File: config.mk
export PLATFORM = sky130hd
export DESIGN_NAME = mcf_mac
export DESIGN_NICKNAME = d
export VERILOG_FILES = /design/src/design/mcf_pkg.sv /design/src/design/mcf_mac.sv
export SDC_FILE = /design/constraint.sdc
export NUM_CORES = 2
export LEC_CHECK = 0
export BUFFER_PORTS_ARGS = -buffer_cell sky130_fd_sc_hd__buf_2
export CAP_MARGIN = 20
export CORE_ASPECT_RATIO = 0.5
export CORE_MARGIN = 1.5
export CORE_UTILIZATION = 65
export CTS_CLUSTER_SIZE = 14
export DETAILED_ROUTE_END_ITERATION = 7
export PLACE_DENSITY = 0.85
export SETUP_SLACK_MARGIN = 0.1
export SLEW_MARGIN = 25
export SYNTH_ARGS = -nofsm -noshare
export SYNTH_HDL_FRONTEND = slang
export SYNTH_SLANG_ARGS = --single-unit
File: constraint.sdc
create_clock -name clk -period 6 [get_ports clk]
set_input_delay 1.2 -clock clk [delete_from_list [all_inputs] [get_ports clk]]
set_output_delay 1.2 -clock clk [all_outputs]
set_load 0.005 [all_outputs]
File: src/design/mcf_pkg.sv
// ----------------------------------------------------------------------------
// mcf_pkg
// Shared constants, types and register codes of the multipath channel core.
// ----------------------------------------------------------------------------
`default_nettype none

package mcf_pkg;

	// path count, delay limit and saturation width of the channel model
	localparam int MAX_PATHS   = 4;
	localparam int MAX_DELAY   = 1023;
	localparam int SAMPLE_BITS = 16;

	// field and storage sizes
	localparam int SAMPLE_W   = 16;
	localparam int GAIN_W     = 16;
	localparam int DELAY_W    = 10;
	localparam int LINE_DEPTH = 1024;
	localparam int ADDR_W     = $clog2(LINE_DEPTH);
	localparam int FILL_W     = ADDR_W + 1;
	localparam int ENTRY_W    = 2 * SAMPLE_W;
	localparam int TAP_REGS   = 4;
	localparam int TAP_IDX_W  = $clog2(TAP_REGS);
	localparam int TAP_W      = $clog2(MAX_PATHS + 1);
	localparam int PROD_W     = SAMPLE_W + GAIN_W;
	localparam int ACC_W      = PROD_W + 4;

	// configuration port
	localparam int CFG_IDX_W  = 3;
	localparam int CFG_DATA_W = 42;

	// register indexes
	localparam logic [CFG_IDX_W-1:0] CFG_DIRECT_GAIN    = 3'd0;
	localparam logic [CFG_IDX_W-1:0] CFG_PATH_TAP_FIRST = 3'd1;
	localparam logic [CFG_IDX_W-1:0] CFG_PATH_TAP_LAST  = 3'd4;

	// reset value of the direct gain
	localparam logic [GAIN_W-1:0] DIRECT_GAIN_RESET = 16'h7fff;

	typedef enum logic {
		ST_IDLE,
		ST_RUN
	} state_t;

	// one tap read on its way to the multipliers
	typedef struct packed {
		logic                     vld;
		logic                     first;
		logic                     last;
		logic                     live;
		logic signed [GAIN_W-1:0] gain_re;
		logic signed [GAIN_W-1:0] gain_im;
	} tag_t;

endpackage

`default_nettype wire

File: src/design/mcf_mac.sv
// ----------------------------------------------------------------------------
// mcf_mac
// Complex multiply-accumulate over the taps of one sample, then rounding
// to Q1.15 and saturation.
// ----------------------------------------------------------------------------
`default_nettype none

module mcf_mac (
	input  wire logic                              clk,
	input  wire logic                              arst_n,
	input  wire logic                              en,
	input  wire mcf_pkg::tag_t                     tag_s1,
	input  wire logic [mcf_pkg::ENTRY_W-1:0]       rdata,
	output logic                                   done,
	output logic signed [mcf_pkg::SAMPLE_W-1:0]    res_re,
	output logic signed [mcf_pkg::SAMPLE_W-1:0]    res_im
);

	localparam int PW = mcf_pkg::PROD_W;
	localparam int AW = mcf_pkg::ACC_W;
	localparam int SW = mcf_pkg::SAMPLE_W;
	localparam int QW = AW - 15;
	localparam logic signed [AW-1:0] ROUND_HALF = AW'(16384);
	localparam logic signed [QW-1:0] SAT_HI = QW'((1 <<< (mcf_pkg::SAMPLE_BITS - 1)) - 1);
	localparam logic signed [QW-1:0] SAT_LO = QW'(-(1 <<< (mcf_pkg::SAMPLE_BITS - 1)));

	logic signed [SW-1:0] d_re;
	logic signed [SW-1:0] d_im;
	logic signed [PW-1:0] rr_s2, ii_s2, ri_s2, ir_s2;
	logic                 vld_s2, first_s2, last_s2;
	logic signed [PW:0]   p_re, p_im;
	logic signed [AW-1:0] acc_base_re, acc_base_im;
	logic signed [AW-1:0] acc_re_q, acc_im_q;
	logic                 done_q;
	logic signed [AW-1:0] rnd_re, rnd_im;
	logic signed [QW-1:0] q_re, q_im;
	logic signed [QW-1:0] sat_re, sat_im;

	// entries never written since reset read as zero
	assign d_re = tag_s1.live ? rdata[SW-1:0] : '0;
	assign d_im = tag_s1.live ? rdata[2*SW-1:SW] : '0;

	always_ff @(posedge clk) begin
		if (en) begin
			rr_s2 <= tag_s1.gain_re * d_re;
			ii_s2 <= tag_s1.gain_im * d_im;
			ri_s2 <= tag_s1.gain_re * d_im;
			ir_s2 <= tag_s1.gain_im * d_re;
			first_s2 <= tag_s1.first;
			last_s2  <= tag_s1.last;
		end
	end

	always_ff @(posedge clk or negedge arst_n) begin
		if (!arst_n) begin
			vld_s2 <= 1'b0;
			done_q <= 1'b0;
		end else if (en) begin
			vld_s2 <= tag_s1.vld;
			done_q <= vld_s2 && last_s2;
		end
	end

	assign p_re = {rr_s2[PW-1], rr_s2} - {ii_s2[PW-1], ii_s2};
	assign p_im = {ri_s2[PW-1], ri_s2} + {ir_s2[PW-1], ir_s2};
	assign acc_base_re = first_s2 ? '0 : acc_re_q;
	assign acc_base_im = first_s2 ? '0 : acc_im_q;

	always_ff @(posedge clk) begin
		if (en && vld_s2) begin
			acc_re_q <= acc_base_re + AW'(p_re);
			acc_im_q <= acc_base_im + AW'(p_im);
		end
	end

	// round half up then floor by the arithmetic shift
	assign rnd_re = acc_re_q + ROUND_HALF;
	assign rnd_im = acc_im_q + ROUND_HALF;
	assign q_re = rnd_re[AW-1:15];
	assign q_im = rnd_im[AW-1:15];

	always_comb begin
		priority if (q_re > SAT_HI) sat_re = SAT_HI;
		else if (q_re < SAT_LO) sat_re = SAT_LO;
		else sat_re = q_re;
		priority if (q_im > SAT_HI) sat_im = SAT_HI;
		else if (q_im < SAT_LO) sat_im = SAT_LO;
		else sat_im = q_im;
	end

	assign res_re = sat_re[SW-1:0];
	assign res_im = sat_im[SW-1:0];
	assign done   = done_q;

endmodule

`default_nettype wire

==> run_results.csv <==
group,metric,value,unit
status,status,"finished with violations",
status,violations,"setup timing",
sta,finalWorstSetupSlack,-1.04,ns
critical_path,required,6.32,ns
floorplan,fp.dieW,405,um
floorplan,dieArea,82600,um^2
cts,cts.sinks,204,
routing,wl_per_cell,25.1,um
synth,synth-xor-area-share,4.02,%
floorplan,core-area,79700,um^2
synth,ys_top_cells_by_count,"1,277 x inv_1, 1,119 x fa_1, 540 x nand2_1",
critical_path,cp-end-kind,"flop",
worst_hold_path,holdCritPathClass,"in2async",
global_routing,grt_max_degree,76,
synth,synth_edf_count,202,
synth,synth.area.mux_share,0.0620,%
routing,firstDrtPassIters,8,
sta,fin_crit,7.04,ns
cts,cts-htree-levels,1,
sta,finalCritPeriodShare,117,%
critical_path,path_max_fanout,8,
synth,synth_compound_area_share,6.08,%
finish,area_growth_syn_to_layout,24.1,%
synth,synthFlopType,"edfxtp_1",
routing,ant_nets,0,
sta,grt_setup_unrepaired,"true",
cts,cts_tree,"yes",
finish,fillers,4240,
routing,drtIter0Drc,6408,
global_routing,grt_pass1_wl,272,mm
routing,drc_errors,0,
critical_path,cpPeakStageDelay,0.69,ns
synth,ys_types,78,
sta,slew_headroom,29.5,%
synth,synth_top_family_by_area,"adder cells",
floorplan,initial_core_util,65.9,%
floorplan,ios,104,
critical_path,rr_worst_depth,13,
synth,yosys.area_share.simple,14.8,%
cts,cts_buffers,23,
critical_path,slowest_stage,"fa_1",
synth,synth.most_common_cell,"inv_1",
sta,max_freq,142,MHz
synth,synth.largest_area_cell,"fa_1",
cts,cts_buffer_depth,3,
critical_path,arrival,7.36,ns
floorplan,die_h,204,um
routing,viasPerCell,6.22,
synth,syn_area,52500,um^2
routing,wl,186,mm
global_routing,overflow,0,
placement,dp_hpwl,137,mm
synth,syn_avg_cell_area,9.44,um^2
cts,clk-insertion-delay-late,0.62,ns
critical_path,worst_path_most_repeated_cell,"fa_1",
synth,synth-seq-cells,204,
cts,clk_pin_slew,0.07,ns
synth,yosys_warnings,0,
run,timing.max_cap.violations,0,
finish,drive_above_1_share,24.4,%
sta,finalMaxSlewViolations,0,
placement,place_inst,7225,
global_routing,track_usage,43.7,%
sta,finClkSkew,0.0238,ns
finish,final_cells,7417,
synth,synth_cells,5561,
placement,gp_congestion,1.07,
critical_path,start_kind,"input pin",
global_routing,first_global_vias,48200,
floorplan,rows,73,
finish,nets,7888,
finish,utilization,81.7,%
sta,setup-violations-final,75,
critical_path,critPathKind,"in2reg",
synth,async_flop_share,0.980,%
synth,synth_area_leaders,"fa_1 43%, edfxtp_1 12%, ha_1 9.6%",
cts,hold_buffers,0,
routing,via_count,46200,
global_routing,antenna_found_initial,23,
synth,netlist.area_leader.share,42.7,%
placement,io_buffers,103,
cts,root_buffer,"clkbuf_16",
synth,ys_seq_area_share,11.6,%
sta,tightestPinTransition,1.06,ns
synth,syn_nets,7153,
synth,synthAdderAreaFrac,52.2,%
sta,hold_viol_final,0,
cell usage in the layout, fill, tap and decap left out, types with 18 or more instances in the layout:
master,instances
nand4_1,19
a21oi_1,86
nand2_1,495
nor2b_1,44
ha_4,54
buf_12,55
inv_1,1221
clkbuf_16,26
ha_1,336
buf_4,713
fa_2,49
xor2_1,55
o21bai_1,20
and3_4,30
nand3_1,63
xnor2_1,155
buf_2,87
o21ai_2,20
fa_1,1070
buf_6,85
nor2_1,141
o21ai_0,78
a21oi_4,20
nor3_1,25
and2_4,27
edfxtp_1,202
nand2b_1,51
a21oi_2,44
diode_2,19
xnor2_2,18
a21o_1,57
nand2_2,32
inv_2,56
and3_1,494
o21a_1,25
kinds of logic (layout without fill, tap and decap cells):
family	Yosys count	after routing
xor gates and xnor gates	241	241
AOI/OAI and AO/OA	498	498
muxes	3	3
adders and majority gates	1521	1521
DFF	204	204
and+or+nand+nor	1544	1544
other	0	19
buffers and inverters	1550	2300
path summary, 6_finish.rpt:
| check | startpoint | endpoint | slack (ns) |
|---|---|---|---|
| worst max-delay path | tag_s1[32] | ir_s2[31]$_DFFE_PP_ | -1.04 |
| worst min-delay path | arst_n | vld_s2$_DFFE_PN0P_ | 0.38 |
| worst max register to register | first_s2$_DFFE_PP_ | acc_re_q[35]$_DFFE_PP_ | 0.99 |
| worst min register to register | last_s2$_DFFE_PP_ | done$_DFFE_PN0P_ | 0.49 |
| max in group asynchronous | arst_n | done$_DFFE_PN0P_ | 5.53 |
| min in group clk | last_s2$_DFFE_PP_ | done$_DFFE_PN0P_ | 0.49 |
per-layer routing:
layer	track usage [%]	vias to the layer above	wire, um
li1	-	18700	-
met1	57.9	22800	64900
met2	63.4	3583	78100
met3	16.9	1060	29800
met4	21.0	12	13300
met5	0	-	87
per-stage QoR:
step	hold WS [ns]	setup TNS, ns	cell area, um^2	setup slack, ns
after floorplan	0.444	-36.37	53700	-1.20
after global placement	0.465	-97.07	60200	-1.61
after detailed placement	0.482	-109.37	60200	-1.87
after CTS	0.369	-26.66	63300	-0.651
after global routing	0.375	-51.93	65100	-1.17
final	0.375	-44.44	65200	-1.04
sequential cells by signal, summed over array words and instances, names as in the netlist:
| signal | cells |
|---|---|
| ii_s2 | 32 |
| done | 1 |
| ir_s2 | 32 |
| acc_re_q | 36 |
| vld_s2 | 1 |
| last_s2 | 1 |
| first_s2 | 1 |
| rr_s2 | 32 |
| ri_s2 | 32 |
| acc_im_q | 36 |
critical path: cells and delay by family:
kind                     cells  cell delay [ns]
AND/OR/NAND/NOR              4             0.52
adder cells (fa/ha/maj)      7             3.32
AO/OA/AOI/OAI                7             1.22
buffers and inverters        9             1.05
layout make-up:
cell class	count	area [um^2]	share of cell area, %
well taps	1087	1360	2.09
diodes	19	47.5	0.0730
repair buffers	983	8800	13.5
clock buffers	24	579	0.889
multi-input cells	3807	43300	66.4
flip-flops and latches	204	6120	9.38
clock inverters	16	178	0.273
inverters	1277	4790	7.36
what timing repair did:
item / in CTS / in global routing
buffers inserted: 70 / 63
cloned: 17 / 3
gates resized for setup: 345 / 311
setup endpoints to repair: 84 / 82
pin swaps: 179 / 202
Power is left out: the tool's default activity adds up to more than one toggle a clock period on the data nets, which glitch-free logic cannot reach.
